### src/bir_pkg.sv
// ----------------------------------------------------------------------------
// bir_pkg
// Shared types and constants of the bilinear image resampler.
// ----------------------------------------------------------------------------
package bir_pkg;

  localparam int unsigned MAX_SRC_W  = 256;
  localparam int unsigned MAX_SRC_H  = 256;
  localparam int unsigned CHANNELS   = 4;
  localparam int unsigned W_BITS     = 7;
  localparam int unsigned FRAC_BITS  = 17;
  localparam int unsigned HALF_AW    = 7;
  localparam int unsigned BANK_AW    = 2 * HALF_AW;
  localparam int unsigned BANKS      = 4;

  localparam logic [8:0] MAX_SZ      = 9'd256;
  localparam logic [7:0] WGT_ONE     = 8'd128;

  typedef enum logic [2:0] {
    REG_SRC_WIDTH  = 3'd0,
    REG_SRC_HEIGHT = 3'd1,
    REG_DST_WIDTH  = 3'd2,
    REG_DST_HEIGHT = 3'd3,
    REG_SCALE_X    = 3'd4,
    REG_SCALE_Y    = 3'd5,
    REG_INTERP     = 3'd6
  } cfg_reg_e;

  // per-axis result of coordinate mapping
  typedef struct packed {
    logic [7:0]        idx;
    logic              oor;
    logic              clamp;
    logic [7:0]        w1;
    logic [W_BITS-1:0] w2;
  } axis_t;

  // request state carried alongside the frame store read
  typedef struct packed {
    logic              ix0;
    logic              iy0;
    logic              clx;
    logic              cly;
    logic              oor;
    logic [7:0]        wx1;
    logic [W_BITS-1:0] wx2;
    logic [7:0]        wy1;
    logic [W_BITS-1:0] wy2;
  } meta_t;

endpackage

### src/bir_lane.sv
// ----------------------------------------------------------------------------
// bir_lane
// One channel of the blend: horizontal pass, then vertical pass and scaling.
// ----------------------------------------------------------------------------
module bir_lane import bir_pkg::*; (
  input  logic              clk_i,
  input  logic              en4_i,
  input  logic              en5_i,
  input  logic [7:0]        p11_i,
  input  logic [7:0]        p12_i,
  input  logic [7:0]        p21_i,
  input  logic [7:0]        p22_i,
  input  logic [7:0]        wx1_i,
  input  logic [W_BITS-1:0] wx2_i,
  input  logic [7:0]        wy1_i,
  input  logic [W_BITS-1:0] wy2_i,
  output logic [7:0]        q_o
);

  logic [15:0]       top_d, bot_d, top_q, bot_q;
  logic [7:0]        wy1_q;
  logic [W_BITS-1:0] wy2_q;
  logic [23:0]       sum;
  logic [7:0]        q_q;

  assign top_d = ({8'b0, p11_i} * {8'b0, wx1_i}) + ({8'b0, p12_i} * {9'b0, wx2_i});
  assign bot_d = ({8'b0, p21_i} * {8'b0, wx1_i}) + ({8'b0, p22_i} * {9'b0, wx2_i});

  always_ff @(posedge clk_i) begin
    if (en4_i) begin
      top_q <= top_d;
      bot_q <= bot_d;
      wy1_q <= wy1_i;
      wy2_q <= wy2_i;
    end
  end

  assign sum = ({8'b0, top_q} * {16'b0, wy1_q}) + ({8'b0, bot_q} * {17'b0, wy2_q});

  always_ff @(posedge clk_i) begin
    if (en5_i) begin
      q_q <= sum[2*W_BITS +: 8];
    end
  end

  assign q_o = q_q;

endmodule

### config.mk
export PLATFORM = sky130hd
export DESIGN_NAME = bir_lane
export DESIGN_NICKNAME = d
export VERILOG_FILES = /design/src/bir_pkg.sv /design/src/bir_lane.sv
export SDC_FILE = /design/constraint.sdc
export NUM_CORES = 1
export LEC_CHECK = 0
export ABC_AREA = 0
export BUFFER_PORTS_ARGS = -buffer_cell sky130_fd_sc_hd__buf_4
export CAP_MARGIN = 20
export CORE_AREA = 2 2 209 211
export CTS_CLUSTER_DIAMETER = 60
export DETAILED_ROUTE_END_ITERATION = 8
export DIE_AREA = 0 0 211 213
export HOLD_SLACK_MARGIN = 0.15
export MAX_ROUTING_LAYER = met4
export PLACE_DENSITY_LB_ADDON = 0.1
export SYNTH_ARGS = -nofsm -noshare
export SYNTH_HDL_FRONTEND = slang
export SYNTH_SLANG_ARGS = --single-unit
### constraint.sdc
create_clock -name clk_i -period 12.6 [get_ports clk_i]
set_input_delay 2.52 -clock clk_i [delete_from_list [all_inputs] [get_ports clk_i]]
set_output_delay 2.52 -clock clk_i [all_outputs]
set_load 0.01 [all_outputs]
==> impl_metrics.env, run 1 <==
export IMPL_dominantRegCellSynth="edfxtp_1"
export IMPL_required_ns=12.68
export IMPL_avgSynthCellArea_um2=9.82
export IMPL_die_x_um=211
export IMPL_hold_viol_final=0
export IMPL_synth_nets=2278
export IMPL_grt_pass1_wl_mm=61.9
export IMPL_slew_headroom_pct=52.9
export IMPL_final_cell_area_um2=17700
export IMPL_ys_types=39
export IMPL_rrSetupSlack_ns=6.19
export IMPL_ff2ff_path_depth=19
export IMPL_synth_top_area_cell="fa_1"
export IMPL_finalSetupViolCount=0
export IMPL_crit_arrival_ns=7.73
export IMPL_setup_tns_ns=0
export IMPL_clock_sinks=55
export IMPL_worstSkewPairLatency_ns=0.32
export IMPL_clockBufferDepth=2
export IMPL_drcViolationCount=0
export IMPL_worst_hold_path_num_cells=6
export IMPL_status="completed"
export IMPL_ctsHoldBuffers=0
export IMPL_first_pass_iters=5
export IMPL_post_synth_instance_area_um2=16400
export IMPL_h_tree_depth=2
export IMPL_hpwlAfterDp_mm=32.2
export IMPL_ios=73
export IMPL_netlist_top_cells_area="fa_1 45%, ha_1 14%, and2_1 11%"
export IMPL_maxCapViolations=0
export IMPL_dp_cells=2258
export IMPL_cp_max_fo=16
export IMPL_synth_top_cell_area_share_pct=44.7
export IMPL_crit_type="input port to flip-flop"
export IMPL_antenna_found_initial=0
export IMPL_hold_path_class="flip-flop to flip-flop"
export IMPL_final_seq_area_um2=1650
export IMPL_rsz0062_at_grt="false"
export IMPL_cts_made_buffers=5
export IMPL_vias_per_cell=4.73
export IMPL_cts_reportedPaths_clkPinSlew_ns=0.08
export IMPL_core_um2=42700
export IMPL_synth_edf_count=55
export IMPL_drv_slew=0
export IMPL_syn_to_final_growth_pct=8.00
export IMPL_yosys_register_bits=55
export IMPL_die_h_um=213
export IMPL_hold_end="q_o[7]"
export IMPL_gp_congestion=0.800
export IMPL_fin_skew_ns=0.0143
export IMPL_period_share_pct=60.7
export IMPL_gr_total_overflow=0
export IMPL_track_usage_pct=18.2
export IMPL_drt_wl_total_mm=37.1
export IMPL_hp_start="wy1_q[7]"
export IMPL_ant_nets=0
export IMPL_fp_row_count=76
export IMPL_multi_input_area_um2=13100
export IMPL_synth_seq_area_share_pct=10.1
export IMPL_fmax_ghz=0.131
export IMPL_numPortBuffers=72
export IMPL_fp_dieArea_um2=44900
export IMPL_synthArstFlopShare_pct=0
export IMPL_max_slew_worst_pin_slew_ns=0.706
export IMPL_final_nets=2328
export IMPL_post_dp_cell_area_um2=17500
export IMPL_critPathLaunchType="input port"
export IMPL_regToRegEndpoint="q_o[7]"
export IMPL_start_util_pct=38.4
export IMPL_regToRegStartpoint="wy1_q[1]"
export IMPL_drive_gt1_share_pct=5.00
export IMPL_cts_resized_gates=0
export IMPL_layout_min_cycle_time_ns=7.65
export IMPL_grt_pass1_vias=11800
export IMPL_drt_iter0_drc=419
export IMPL_cts_tree="built"
export IMPL_worst_setup_path_end_kind="flip-flop"
export IMPL_stdcell_count=2266
export IMPL_wl_per_cell_um=16.4
export IMPL_n_antenna_cell=0
export IMPL_cts_root_buffer="clkbuf_16"
export IMPL_grt_max_degree=48
export IMPL_cts_setup_buffers=0
export IMPL_yosys_warnings=0
export IMPL_fillCellCount=4288
export IMPL_final_util_pct=41.5
export IMPL_syn_inst=1669
export IMPL_vias=10700
## per-stage QoR
step                setup WS [ns]  hold WS, ns
floorplan                    4.93         1.03
global placement             4.67         1.25
detailed placement           4.59         1.26
CTS                          4.94         1.28
global route                 4.68         1.45
finish                       4.95         1.27
## critical path, stage by stage
cell	delay [ns]
buf_4	0.19
and2_1	0.18
fa_1	0.53
inv_1	0.06
fa_1	0.52
inv_1	0.05
fa_1	0.48
fa_1	0.50
fa_1	0.49
inv_1	0.05
fa_1	0.47
inv_1	0.04
ha_1	0.32
nand2_1	0.07
o21ai_0	0.14
o41a_1	0.37
and4_1	0.23
o31ai_1	0.26
a21oi_1	0.11
xor2_1	0.14
## routing by layer
| metal | global-route usage (%) | share of wire (%) |
|---|---|---|
| met1 | 24.7 | 47 |
| met2 | 30.5 | 50 |
| met3 | 1.18 | 2.2 |
| met4 | 3.40 | 1.2 |
| met5 | - | 0 |
## cell families after synthesis
group           Yosys count  share of synthesized area, %
buf+inv                 425                          9.73
simple gates            539                          16.9
flops                    55                          10.1
xor+xnor                 42                          2.24
compound gates           64                          2.79
fa+ha+maj               544                          58.3
## flip-flops by register name, summed over array words and instances (netlist names)
name and count:
bot_q 16, q_o 8, wy1_q 8, wy2_q 7, top_q 16
## cell usage in the layout (no fill, tap or decap), types with 2 or more instances in the layout
| cell type | instances |
|---|---|
| nand2b_1 | 5 |
| nor2b_1 | 4 |
| a21o_1 | 2 |
| nor2_1 | 20 |
| edfxtp_1 | 55 |
| nand3_1 | 5 |
| o21ai_0 | 11 |
| nor3_1 | 6 |
| o211ai_1 | 4 |
| and2_1 | 276 |
| a21oi_1 | 20 |
| clkbuf_16 | 5 |
| xnor2_1 | 36 |
| nand2_1 | 217 |
| o41a_1 | 2 |
| o31a_1 | 2 |
| or3_1 | 2 |
| ha_1 | 178 |
| buf_4 | 73 |
| xor2_1 | 6 |
| inv_1 | 395 |
| o21a_1 | 9 |
| bufinv_16 | 2 |
| a41oi_1 | 2 |
| fa_1 | 366 |
## area by class of cell
| class | count | share of cell area [%] |
|---|---|---|
| multi-input cells | 1189 | 74.3 |
| flip-flops and latches | 55 | 9.33 |
| inverters | 395 | 8.37 |
| well taps | 546 | 3.86 |
| repair buffers | 73 | 3.10 |
| clock buffers | 5 | 0.707 |
| clock inverters | 3 | 0.382 |
## cell usage after synthesis, drive strengths merged, types with 2 or more instances
master  instances
inv           395
fa            366
and2          276
nand2         217
ha            178
edfxtp         55
xnor2          36
clkbuf         30
a21oi          21
nor2           20
o21ai          11
o21a            9
nor3            6
xor2            6
nand2b          5
nand3           5
nor2b           4
o211ai          4
o31a            3
a21o            2
a41oi           2
o41a            2
or3             2
## worst max-delay path by stage
stage                   from   endpoint  slack [ns]  cells past startpoint
finish              wx1_i[0]  top_q[14]        4.95                     20
CTS                 wx1_i[0]  top_q[14]        4.94                     20
global route        wx1_i[0]  bot_q[14]        4.68                     20
detailed placement  wx1_i[0]  top_q[14]        4.59                     20
global placement    wx1_i[0]  top_q[14]        4.67                     20
floorplan           wx1_i[3]  top_q[14]        4.93                     19
Power of run 1 is not shown: default switching activity piles up to over one toggle a cycle in this logic, so the estimate is an artifact.
==> inputs of run 2 (changes only) <==
Settings changed: ABC_AREA 0 to 1, CORE_AREA 2 2 209 211 to 2 2 216 218, DIE_AREA 0 0 211 213 to 0 0 218 220.
Clock period 12.6 ns to 6.3 ns, I/O delays scaled along.
==> run 2 against run 1 <==
Effect of this change: sequential share of layout area decreased by 0.59 points; critical endpoint is now top_q[12]; cell area increased by 6.8%; core utilization decreased by 0.25 points; worst hold slack got worse by 0.17 ns; non-clock buffer count increased by 20.
==> impl_metrics.env, run 2 <==
export IMPL_cts_setup_buffers=0
export IMPL_rsz0062_at_grt="false"
export IMPL_maxCapViolations=0
export IMPL_drive_gt1_share_pct=5.23
export IMPL_first_pass_iters=6
export IMPL_finalSetupViolCount=0
export IMPL_dominantRegCellSynth="edfxtp_1"
export IMPL_period_share_pct=92.8
export IMPL_cp_max_fo=16
export IMPL_setup_tns_ns=0
export IMPL_h_tree_depth=2
export IMPL_antenna_found_initial=0
export IMPL_synth_seq_area_share_pct=9.36
export IMPL_n_antenna_cell=0
export IMPL_grt_pass1_wl_mm=73.8
export IMPL_synth_top_cell_area_share_pct=41.5
export IMPL_avgSynthCellArea_um2=7.99
export IMPL_syn_inst=2208
export IMPL_clock_sinks=55
export IMPL_yosys_warnings=0
export IMPL_crit_top_cell="fa_1"
export IMPL_worstSkewPairLatency_ns=0.33
export IMPL_ant_nets=0
export IMPL_grt_max_degree=48
export IMPL_critPathLaunchType="input port"
export IMPL_netlist_top_cells_area="fa_1 42%, inv_1 15%, nand2_1 13%"
export IMPL_cts_made_buffers=5
export IMPL_ys_types=30
export IMPL_cts_resized_gates=0
export IMPL_crit_arrival_ns=5.91
export IMPL_most_common_layout_cells="728 x inv_1, 607 x nand2_1, 366 x fa_1"
export IMPL_fp_dieArea_um2=48000
export IMPL_cts_root_buffer="clkbuf_16"
export IMPL_synth_edf_count=55
export IMPL_reg_top3="bot_q: 16 flops, top_q: 16 flops"
export IMPL_final_util_pct=41.2
export IMPL_start_util_pct=38.5
export IMPL_ctsHoldBuffers=0
export IMPL_gp_congestion=0.841
export IMPL_post_synth_top_count_cell="inv_1"
export IMPL_final_cell_area_um2=18900
export IMPL_wl_per_cell_um=15.4
export IMPL_synth_nets=2817
export IMPL_fin_skew_ns=0.0239
export IMPL_layout_commonest_cell="inv_1"
export IMPL_crit_type="input port to flip-flop"
export IMPL_drcViolationCount=0
export IMPL_grt_pass1_vias=14200
export IMPL_cts_reportedPaths_clkPinSlew_ns=0.09
export IMPL_required_ns=6.36
export IMPL_core_um2=45900
export IMPL_die_h_um=220
export IMPL_slowest_delay_ns=0.56
export IMPL_max_slew_worst_pin_slew_ns=0.769
export IMPL_status="completed"
export IMPL_layout_min_cycle_time_ns=5.85
export IMPL_final_nets=2825
export IMPL_hold_viol_final=0
export IMPL_drv_slew=0
export IMPL_yosys_register_bits=55
export IMPL_drt_iter0_drc=669
export IMPL_vias=12800
export IMPL_hpwlAfterDp_mm=38.0
export IMPL_syn_to_final_growth_pct=7.14
export IMPL_cts_tree="built"
export IMPL_clockBufferDepth=2
export IMPL_fmax_ghz=0.171
export IMPL_synthArstFlopShare_pct=0
export IMPL_numPortBuffers=72
export IMPL_vias_per_cell=4.53
export IMPL_drt_wl_total_mm=43.4
export IMPL_gr_total_overflow=0
export IMPL_crit_chain="buf_4 -> nand2_1 -> inv_1 -> fa_1 -> fa_1 -> inv_1 -> fa_1 -> inv_1 -> fa_1 -> fa_1 -> fa_1 -> ha_1 -> buf_4 -> a21o_1 -> a21oi_2 -> nand2_1 -> a21oi_1 -> xor2_1"
export IMPL_synthTopCellsByCount="728 x inv_1, 607 x nand2_1, 366 x fa_1, 178 x ha_1, 87 x clkbuf_1"
export IMPL_post_synth_instance_area_um2=17600
export IMPL_track_usage_pct=20.3
export IMPL_slew_headroom_pct=48.8
export IMPL_post_dp_cell_area_um2=18700
export IMPL_die_x_um=218
export IMPL_hold_path_class="input port to flip-flop"
export IMPL_worst_setup_path_end_kind="flip-flop"
export IMPL_synth_top_area_cell="fa_1"
export IMPL_ios=73
export IMPL_fp_row_count=79
export IMPL_crit_slowest_cell="fa_1"
run 2: changes by cell type after synthesis, sizes merged, moves of 9 or more:
cell,previous run,this run
nor2,20,30
clkbuf,30,87
nand3,5,36
nand2,217,613
a21oi,21,33
xor2,6,17
xnor2,36,12
and2,276,2
o21a,9,0
inv,395,730
run 2: layout make-up:
class / instances / area, µm²
clock buffer: 5 / 125
clock inverter: 3 / 38.8
fill: 4765 / 27000
inverter: 730 / 2740
multi-input combinational: 1331 / 12900
sequential: 55 / 1650
tap: 607 / 759
timing repair buffer: 93 / 698
run 2: metrics by stage:
step | cells | setup slack (ns) | hold slack (ns)
4_1_cts | 2824 | 0.430 | 1.09
2_1_floorplan | 2208 | 0.180 | 1.01
3_5_place_dp | 2816 | 0.0952 | 1.39
5_1_grt | 2824 | 0.124 | 1.10
3_3_place_gp | 2816 | 0.111 | 1.37
6_report | 2824 | 0.450 | 1.10
run 2: path summary, 6_finish.rpt:
kind         slack [ns]         to  depth (start not counted)      start
max                0.45  top_q[12]                         18   wx1_i[2]
min                1.10   wy1_q[7]                          1   wy1_i[7]
max reg2reg        0.67     q_o[7]                         22   wy1_q[3]
min reg2reg        1.38     q_o[7]                          9  top_q[15]
run 2: metal layers:
layer / part of all wire [%] / track usage [%] / routed length, µm
met1: 46 / 26.1 / 20100
met2: 50 / 35.9 / 21800
met3: 2.2 / 0.952 / 949
met4: 1.3 / 3.45 / 559
met5: 0 / - / 0
run 2: cells by family after synthesis:
logic type	Yosys count	synth area share (%)
buffers and inverters	822	17.6
and+or+nand+nor	691	15.3
adders and majority gates	544	54.1
AOI/OAI and AO/OA	67	2.17
DFF	55	9.36
xor gates and xnor gates	29	1.44
run 2: critical path, delay by kind of cell:
family	cells	cell delay [ns]
xor+xnor	1	0.08
buf+inv	5	0.60
compound gates	3	0.49
fa+ha+maj	7	3.27
simple gates	2	0.18
Power of run 2 is left out for the same reason.
