File: src/bir_pkg.sv
// ----------------------------------------------------------------------------
// bir_pkg
// Shared types and constants of the bilinear image resampler.
// ----------------------------------------------------------------------------
package bir_pkg;

  localparam int unsigned MAX_SRC_W  = 256;
  localparam int unsigned MAX_SRC_H  = 256;
  localparam int unsigned CHANNELS   = 4;
  localparam int unsigned W_BITS     = 7;
  localparam int unsigned FRAC_BITS  = 17;
  localparam int unsigned HALF_AW    = 7;
  localparam int unsigned BANK_AW    = 2 * HALF_AW;
  localparam int unsigned BANKS      = 4;

  localparam logic [8:0] MAX_SZ      = 9'd256;
  localparam logic [7:0] WGT_ONE     = 8'd128;

  typedef enum logic [2:0] {
    REG_SRC_WIDTH  = 3'd0,
    REG_SRC_HEIGHT = 3'd1,
    REG_DST_WIDTH  = 3'd2,
    REG_DST_HEIGHT = 3'd3,
    REG_SCALE_X    = 3'd4,
    REG_SCALE_Y    = 3'd5,
    REG_INTERP     = 3'd6
  } cfg_reg_e;

  // per-axis result of coordinate mapping
  typedef struct packed {
    logic [7:0]        idx;
    logic              oor;
    logic              clamp;
    logic [7:0]        w1;
    logic [W_BITS-1:0] w2;
  } axis_t;

  // request state carried alongside the frame store read
  typedef struct packed {
    logic              ix0;
    logic              iy0;
    logic              clx;
    logic              cly;
    logic              oor;
    logic [7:0]        wx1;
    logic [W_BITS-1:0] wx2;
    logic [7:0]        wy1;
    logic [W_BITS-1:0] wy2;
  } meta_t;

endpackage

File: src/bir_axis.sv
// ----------------------------------------------------------------------------
// bir_axis
// Maps one destination coordinate into the source: index, range flag,
// edge clamp and blend weights. Two stages (multiply, then offset/index).
// ----------------------------------------------------------------------------
module bir_axis import bir_pkg::*; (
  input  logic        clk_i,
  input  logic        en1_i,
  input  logic        en2_i,
  input  logic [11:0] d_i,
  input  logic [12:0] dsize_i,
  input  logic [23:0] scale_i,
  input  logic [8:0]  ssize_i,
  input  logic        mode_i,
  output axis_t       axis_o
);

  logic signed [14:0] twice;
  logic signed [39:0] prod_d, prod_q;
  logic [8:0]         ssz;
  logic signed [40:0] v, t;
  logic [40:0]        tm;
  logic signed [24:0] fl, nq, idx, szs;
  logic [W_BITS-1:0]  frac;
  axis_t              axis_d, axis_q;

  assign twice  = $signed({2'b00, d_i, 1'b0}) - $signed({2'b00, dsize_i});
  assign prod_d = twice * $signed({1'b0, scale_i});

  always_ff @(posedge clk_i) begin
    if (en1_i) begin
      prod_q <= prod_d;
    end
  end

  always_comb begin
    if (ssize_i == 9'd0) begin
      ssz = 9'd1;
    end else if (ssize_i > MAX_SZ) begin
      ssz = MAX_SZ;
    end else begin
      ssz = ssize_i;
    end
  end

  assign szs  = $signed({16'b0, ssz});
  assign v    = $signed({prod_q[39], prod_q}) + $signed({16'b0, ssz, 16'b0});
  assign fl   = {v[40], v[40:FRAC_BITS]};
  assign t    = v + 41'sd65536;
  assign tm   = t[40] ? 41'(-t) : 41'(t);
  assign nq   = t[40] ? -$signed({1'b0, tm[40:FRAC_BITS]}) : $signed({1'b0, tm[40:FRAC_BITS]});
  assign idx  = mode_i ? fl : nq;
  assign frac = v[FRAC_BITS-1 -: W_BITS];

  always_comb begin
    axis_d.idx   = idx[7:0];
    axis_d.oor   = (idx < 25'sd0) || (idx >= szs);
    axis_d.clamp = (idx == (szs - 25'sd1));
    if (mode_i) begin
      axis_d.w1 = WGT_ONE - {1'b0, frac};
      axis_d.w2 = frac;
    end else begin
      axis_d.w1 = WGT_ONE;
      axis_d.w2 = '0;
    end
  end

  always_ff @(posedge clk_i) begin
    if (en2_i) begin
      axis_q <= axis_d;
    end
  end

  assign axis_o = axis_q;

endmodule

File: config.mk
export PLATFORM = sky130hd
export DESIGN_NAME = bir_axis
export DESIGN_NICKNAME = d
export VERILOG_FILES = /design/src/bir_pkg.sv /design/src/bir_axis.sv
export SDC_FILE = /design/constraint.sdc
export NUM_CORES = 1
export LEC_CHECK = 0
export ABC_AREA = 0
export BUFFER_PORTS_ARGS = -buffer_cell sky130_fd_sc_hd__buf_2
export CORE_UTILIZATION = 41
export DETAILED_ROUTE_END_ITERATION = 16
export GPL_TIMING_DRIVEN = 0
export PLACE_DENSITY = 0.63
export SLEW_MARGIN = 20
export SYNTH_ARGS = -nofsm -noshare
export SYNTH_HDL_FRONTEND = slang
export SYNTH_SLANG_ARGS = --single-unit
File: constraint.sdc
create_clock -name clk_i -period 11.4 [get_ports clk_i]
set_clock_uncertainty 0.2 [all_clocks]
set_input_delay 2.85 -clock clk_i [delete_from_list [all_inputs] [get_ports clk_i]]
set_output_delay 2.85 -clock clk_i [all_outputs]
set_load 0.005 [all_outputs]
==> results.cfg, run 1 <==
[critical_path]
worst_setup_path_end_kind = flip-flop
cp-start-kind = primary input
crit_type = in -> reg
worstPathMaxFanout = 10
critPathSlowestCell = fa_1
cp_data_required_time_ns = 11.30
timing.rr.start = prod_q[16]
critical_path.max_stage_delay_ns = 0.55
reg2reg_depth = 33
cp_data_arrival_time_ns = 11.55
rr_endpoint = axis_o[16]
ff2ff_setup_slack_ns = 3.73

[placement]
dp_slack_ns = -1.260
gp_congestion = 0.9878
dpl_cell_area_um2 = 19110
hpwl_um = 42220
port_buffers = 85

[cells_and_area]
final_common_cell = inv_1
drive_gt1_share_pct = 14.43
fin_area_um2 = 20230
area_delta_synth_final_pct = 13.35
utilization_pct = 47.06
final_nets = 2660
antennaDiodeCount = 0
layout_common_cells = 267 x inv_1, 261 x nand2_1, 257 x fa_1

[status]
outcome = finished, violations left
violations = negative setup slack

[floorplan]
die-area_um2 = 44360
die_h_um = 210.6
die_x_um = 210.6
initial_core_util_pct = 41.51
rows = 76
core_area_um2 = 42980
ios = 87

[sta]
fin_crit_ns = 11.66
hold_viol = 0
setup_viol = 4
worst_slack_ns = -0.2567
timing.final.crit_share_pct = 102.3
setup_tns_ns = -0.5290
relSlewSlack_pct = 32.37
max_freq_mhz = 85.79
rsz0062_at_grt = yes
tightest_slew_ns = 1.008
maxSlewViolCount = 0

[synthesis]
ys_seq_elements = 63
synthCells = 2036
ys_warn_count = 0
post_synth_instance_area_um2 = 17840
synth_top_area_cell = fa_1
avgSynthCellArea_um2 = 8.764
synth-async-reset-ratio_pct = 0
ys_types = 99
synth-main-ff-cell = edfxtp_1
yosys-top-cells-area = fa_1 30%, ha_1 11%, edfxtp_1 11%
mappedNetlistNets = 2525
synth_top_cell_area_share_pct = 29.62
synth.yosys.seq_area_share_pct = 10.60
synth_enable_flop_cells = 63

[cts]
cts_max_level = 3
ctsRootBufferMaster = clkbuf_16
cts_tree = done
cts_made_buffers = 9
clk_path_buf_depth = 2
clk_latency_ns = 0.34
cts_sinks = 63
ctsHoldBuffers = 0
clkSlewWorstSetupHoldPaths_ns = 0.06

[worst_hold_path]
worstHoldStart = prod_q[15]
hp-class = reg -> reg
worstHoldPathCells = 1
whs_endpoint = axis_o[5]

[run]
drv_cap = 0

[drt]
firstDrtPassIters = 8
viasPerCell = 5.467
drc_errors = 0
avgRoutedWirePerCell_um = 18.36
vias = 15094
ant_nets = 0
first_iter_violations = 1206
wl_um = 50710

[global_route]
grt_usage_pct = 22.90
grt_max_degree = 40
grt_overflow = 0
grt_pass1_vias = 14950
grt_first_pass_wirelength_um = 80040
antenna_found_initial = 0
per-layer routing:
metal,up-vias,track usage [%],share of wire [%]
met3,70,2.661,7.0
met5,-,0,0
met2,511,37.82,47
met4,0,5.972,2.2
li1,7034,-,-
met1,7479,31.83,44
cell type report:
type / count / area, µm²
fillers: 4154 / 22760
multi-input cells: 1612 / 15070
flip-flops and latches: 63 / 1892
inverters: 277 / 1042
repair buffers: 125 / 777.0
well taps: 585 / 732.0
plain buffers: 83 / 407.9
clock buffers: 9 / 225.2
clock inverters: 7 / 78.83
what timing repair did:
item / 4_1_cts / 5_1_grt
buffers inserted: 25 / 17
gates resized for setup: 59 / 61
pin swaps: 57 / 67
gates cloned: 0 / 0
setup endpoints to repair: 13 / 13
flip-flops by register name (all words and copies together), names as in the netlist:
| register | cells |
|---|---|
| axis_o | 24 |
| prod_q | 39 |
per-stage QoR:
step / std cells / hold slack (ns)
final: 2761 / 0.4311
after global routing: 2761 / 0.4718
after CTS: 2746 / 0.4361
after detailed placement: 2706 / 0.4119
after global placement: 2706 / 0.4281
after floorplan: 2036 / 0.3494
worst max-delay path, delay by kind of cell:
family                     cells  cell delay [ns]
and+or+nand+nor                6             1.18
xor gates and xnor gates       1             0.13
adders and majority gates      8             3.45
AOI/OAI and AO/OA             13             2.62
buffers and inverters         12             1.30
worst max path at each step:
stage	startpoint	endpoint	slack (ns)	cells past startpoint
after floorplan	dsize_i[1]	prod_q[38]	0.003	41
after global placement	dsize_i[1]	prod_q[38]	-1.15	40
after detailed placement	dsize_i[1]	prod_q[38]	-1.26	40
after CTS	dsize_i[1]	prod_q[38]	-0.16	43
after global routing	dsize_i[1]	prod_q[38]	-0.62	36
final	dsize_i[1]	prod_q[38]	-0.26	40
Yosys cell counts, types with 9 or more instances:
cell and number:
ha_1 163, or3_1 16, nand3_1 43, o21ai_0 47
a31oi_1 9, nor2b_1 33, inv_1 276, and3_1 18
o211ai_1 14, xor2_1 33, or4_1 10, and2_1 118
o21a_1 17, mux2i_1 12, xnor2_1 83, a21oi_1 61
nand4_1 24, fa_1 264, a21o_1 21, buf_2 10
clkbuf_1 67, nor3_1 36, a211oi_1 11, edfxtp_1 63
nor4_1 26, nand2_1 263, nor2_1 94, or2_2 36
nand2b_1 15
cells by family (layout without fill, tap and decap cells):
family                   count (synthesis)  after routing  synth area share, %
flip-flops                              63             63                10.60
XOR/XNOR                               124            124                6.669
adder cells (fa/ha/maj)                428            428                41.11
multiplexers                            17             17               0.9887
buffers and inverters                  361            501                7.727
AO/OA/AOI/OAI                          268            268                10.43
AND/OR/NAND/NOR                        775            775                22.47
Power of run 1 is not shown: default switching activity piles up to over one toggle a cycle in this logic, so the estimate is an artifact.
==> run 2, diff against run 1 <==
BUFFER_PORTS_ARGS = -buffer_cell sky130_fd_sc_hd__buf_4   (was -buffer_cell sky130_fd_sc_hd__buf_2)
==> results.cfg, run 2 (synthesis results as in run 1) <==
[critical_path]
worstPathMaxFanout = 10
path_buf_inv = 6
cp_common_cell = fa_1
critical_path.max_stage_delay_ns = 0.57
critPathSlowestCell = fa_1
cp_data_arrival_time_ns = 11.53
cp_data_required_time_ns = 11.29
crit_family = adder cells
worst_setup_path_end_kind = flip-flop
cp-start-kind = primary input
crit_type = in -> reg

[global_route]
met3_usage_pct = 3.211
grt_overflow = 0
grt_first_pass_wirelength_um = 80740
use_met1_pct = 31.32
met2_usage_pct = 38.16
antenna_found_initial = 1
grt_max_degree = 40
busiest_layer = met2
grt_usage_pct = 23.20
grt_pass1_vias = 15188

[placement]
gp_congestion = 0.9777
hpwl_um = 42160
port_buffers = 85
dpl_cell_area_um2 = 19310

[cts]
clk_latency_ns = 0.35
clk_path_buf_depth = 2
ctsRootBufferMaster = clkbuf_16
cts_tree = done
clkSlewWorstSetupHoldPaths_ns = 0.06
cts_made_buffers = 9
cts_max_level = 3
cts_sinks = 63

[drt]
vias = 15057
ant_nets = 0
first_iter_violations = 880
drc_errors = 0
avgRoutedWirePerCell_um = 18.51
viasPerCell = 5.455
firstDrtPassIters = 5
wl_um = 51090

[cells_and_area]
layout_common_cells = 273 x inv_1, 262 x nand2_1, 261 x fa_1
largest_reg_flops = 39
fin_area_um2 = 20320
utilization_pct = 47.27
area_delta_synth_final_pct = 13.86
multi_input_area_um2 = 15020
largest_register = prod_q
nFillCells = 4199
drive_gt1_share_pct = 13.93
final_common_cell = inv_1
antennaDiodeCount = 0
regArea_um2 = 1892
final_nets = 2659

[floorplan]
rows = 76
die_x_um = 210.6
ios = 87
die-area_um2 = 44360
core_area_um2 = 42980
die_h_um = 210.6
initial_core_util_pct = 41.51

[status]
outcome = finished, violations left
violations = negative setup slack

[sta]
rsz0062_at_grt = yes
worst_slack_ns = -0.2404
max_freq_mhz = 85.91
fin_crit_ns = 11.64
timing.final.crit_share_pct = 102.1
hold_viol = 0
setup_viol = 4
relSlewSlack_pct = 21.81
maxSlewViolCount = 0
tightest_slew_ns = 1.165

[run]
drv_cap = 0

[worst_hold_path]
hp-class = reg -> reg
## run 2: cell types whose count changed in the layout (fill, tap and decap cells not counted), sizes merged
cell / change
clkinv: -1
inv: +1
clkbuf: -1
clkinvlp: +1
bufinv: -1
## run 2: worst register-to-register path, delay by kind of cell (launching register included)
family	cells	cell delay, ns
AO/OA/AOI/OAI	11	3.19
AND/OR/NAND/NOR	9	1.14
buffers and inverters	4	1.02
adder cells (fa/ha/maj)	3	0.92
XOR/XNOR	4	0.74
flip-flops	1	0.37
## run 2: worst paths after layout
| path | to | startpoint | cells past startpoint | slack, ns |
|---|---|---|---|---|
| worst max-delay path | prod_q[38] | dsize_i[1] | 37 | -0.24 |
| worst min-delay path | axis_o[5] | prod_q[15] | 1 | 0.43 |
| worst max register to register | axis_o[16] | prod_q[24] | 31 | 3.57 |
| worst min register to register | axis_o[5] | prod_q[15] | 1 | 0.43 |
## run 2: cell type report
| type | instances | share of cell area [%] |
|---|---|---|
| multi-input cells | 1612 | 73.93 |
| flip-flops and latches | 63 | 9.311 |
| inverters | 277 | 5.130 |
| repair buffers | 124 | 4.656 |
| well taps | 585 | 3.603 |
| plain buffers | 83 | 2.008 |
| clock buffers | 9 | 1.109 |
| clock inverters | 7 | 0.2587 |
## run 2: routing by layer
metal | routed length [µm] | part of all wire [%]
met2 | 23940 | 47
met1 | 22660 | 44
met4 | 1470 | 2.9
met5 | 0 | 0
met3 | 3013 | 5.9
## run 2: what timing repair did
item                       in CTS  in global routing
setup endpoints to repair      13                 12
gates resized for setup        57                 42
hold buffers                    0                  0
gates cloned                    0                  0
setup buffers                  24                 15
pin swaps                      49                 62
## run 2: stage by stage
step	setup TNS, ns	hold WS, ns	instances	setup WS, ns
after floorplan	0	0.3494	2036	0.002845
after global placement	-8.837	0.4348	2706	-1.113
after detailed placement	-10.54	0.4218	2706	-1.235
after CTS	-0.08607	0.4373	2746	-0.08607
after global routing	-2.493	0.4659	2760	-0.5891
final	-0.3570	0.4312	2760	-0.2404
Power of run 2 is left out for the same reason.
==> run 3, diff against run 2 <==
CORE_ASPECT_RATIO = 1.1   (was unset)
==> results.cfg, run 3 (synthesis results as in run 1) <==
[sta]
setup_viol = 1
maxSlewViolCount = 0
relSlewSlack_pct = 41.29
hold_viol = 0
tightest_slew_ns = 0.8806
fin_crit_ns = 11.46
worst_hold_slack_ns = 0.4114
timing.final.crit_share_pct = 100.5
max_freq_mhz = 87.27
rsz0062_at_grt = yes
worst_slack_ns = -0.05823

[cells_and_area]
multi_input_area_um2 = 15020
largest_register = prod_q
final_nets = 2660
drive_gt1_share_pct = 14.15
final_common_cell = inv_1
fin_area_um2 = 20370
layout_common_cells = 273 x inv_1, 262 x nand2_1, 259 x fa_1
utilization_pct = 47.81
regArea_um2 = 1892
largest_reg_flops = 39
area_delta_synth_final_pct = 14.15
nFillCells = 3998

[critical_path]
cp_data_required_time_ns = 11.29
worst_setup_path_end_kind = flip-flop
reg2reg_depth = 32
crit_type = in -> reg
ff2ff_setup_slack_ns = 3.56
startpoint = dsize_i[1]
critPathSlowestCell = fa_1
cp-start-kind = primary input
timing.rr.start = prod_q[16]
rr_endpoint = axis_o[16]
worstPathMaxFanout = 5
cp_data_arrival_time_ns = 11.35
critical_path.max_stage_delay_ns = 0.55

[global_route]
grt_overflow = 0
grt_usage_pct = 22.87
grt_pass1_vias = 15118
grt_first_pass_wirelength_um = 80910
grt_max_degree = 40
antenna_found_initial = 2

[drt]
viasPerCell = 5.474
vias = 15021
avgRoutedWirePerCell_um = 18.32
wl_um = 50280
ant_nets = 0
drc_errors = 0
first_iter_violations = 919
firstDrtPassIters = 6

[status]
violations = negative setup slack
outcome = finished, violations left

[floorplan]
initial_core_util_pct = 41.88
rows = 79
die_x_um = 200.9
die-area_um2 = 44360
core_area_um2 = 42600
ios = 87
die_h_um = 220.8

[cts]
cts_made_buffers = 9
ctsRootBufferMaster = clkbuf_16
clk_latency_ns = 0.35
clkSlewWorstSetupHoldPaths_ns = 0.06
clk_path_buf_depth = 2
cts_sinks = 63
cts_tree = done
cts_max_level = 3
ctsHoldBuffers = 0

[placement]
hpwl_um = 41750
dpl_cell_area_um2 = 19290
port_buffers = 85
gp_congestion = 0.9426
dp_slack_ns = -1.196

[worst_hold_path]
whs_endpoint = axis_o[5]
worstHoldPathCells = 1
worstHoldStart = prod_q[15]
hp-class = reg -> reg

[run]
drv_cap = 0
==> run 3: changes by cell type in the layout (fill, tap and decap cells not counted), moves of 2 or more <==
cell      delta
clkbuf_2     +2
clkbuf_1     -2
xor2_1       +2
fa_1         -2
a21oi_1      -2
buf_12       +2
ha_1         -2
xor2_2       -2
fa_2         +2
a21oi_2      +2
==> run 3: cell type report <==
| type | instances | area share, % |
|---|---|---|
| antenna | 1 | 0.01229 |
| buffer | 84 | 2.113 |
| clock buffer | 9 | 1.106 |
| clock inverter | 7 | 0.3809 |
| inverter | 277 | 5.117 |
| multi-input combinational | 1612 | 73.73 |
| sequential | 63 | 9.288 |
| tap | 567 | 3.483 |
| timing repair buffer | 124 | 4.767 |
==> run 3: critical path, delay by kind of cell <==
| family | cells | cell delay (ns) |
|---|---|---|
| AOI/OAI and AO/OA | 19 | 3.10 |
| xor gates and xnor gates | 1 | 0.12 |
| adders and majority gates | 8 | 3.39 |
| buffers and inverters | 4 | 0.36 |
| and+or+nand+nor | 10 | 1.48 |
==> run 3: repair_timing <==
action | in CTS | in global routing
resized for setup | 60 | 51
pin swaps | 58 | 53
endpoints found under the hold margin | 0 | 0
endpoints found under the setup margin | 13 | 10
buffers inserted | 30 | 9
==> run 3: per-layer routing <==
| metal | up-vias | GRT usage, % | routed length [µm] |
|---|---|---|---|
| met4 | 0 | 6.722 | 1273 |
| met3 | 77 | 2.558 | 2999 |
| met1 | 7399 | 30.78 | 22010 |
| li1 | 7050 | - | - |
| met2 | 495 | 38.56 | 23990 |
| met5 | - | 0 | 0 |
==> run 3: stage by stage <==
stage	setup TNS [ns]	cells
6_report	-0.05823	2744
5_1_grt	-1.435	2743
4_1_cts	-0.01070	2734
3_5_place_dp	-9.944	2688
3_3_place_gp	-8.419	2688
2_1_floorplan	0	2036
==> run 3: worst max path at each step <==
| stage | slack (ns) | endpoint | depth (start not counted) |
|---|---|---|---|
| 2_1_floorplan | 0.003 | prod_q[38] | 41 |
| 3_3_place_gp | -1.08 | prod_q[38] | 40 |
| 3_5_place_dp | -1.20 | prod_q[38] | 40 |
| 4_1_cts | -0.01 | prod_q[38] | 43 |
| 5_1_grt | -0.40 | prod_q[38] | 45 |
| 6_report | -0.06 | prod_q[38] | 42 |
Power of run 3 is left out for the same reason.
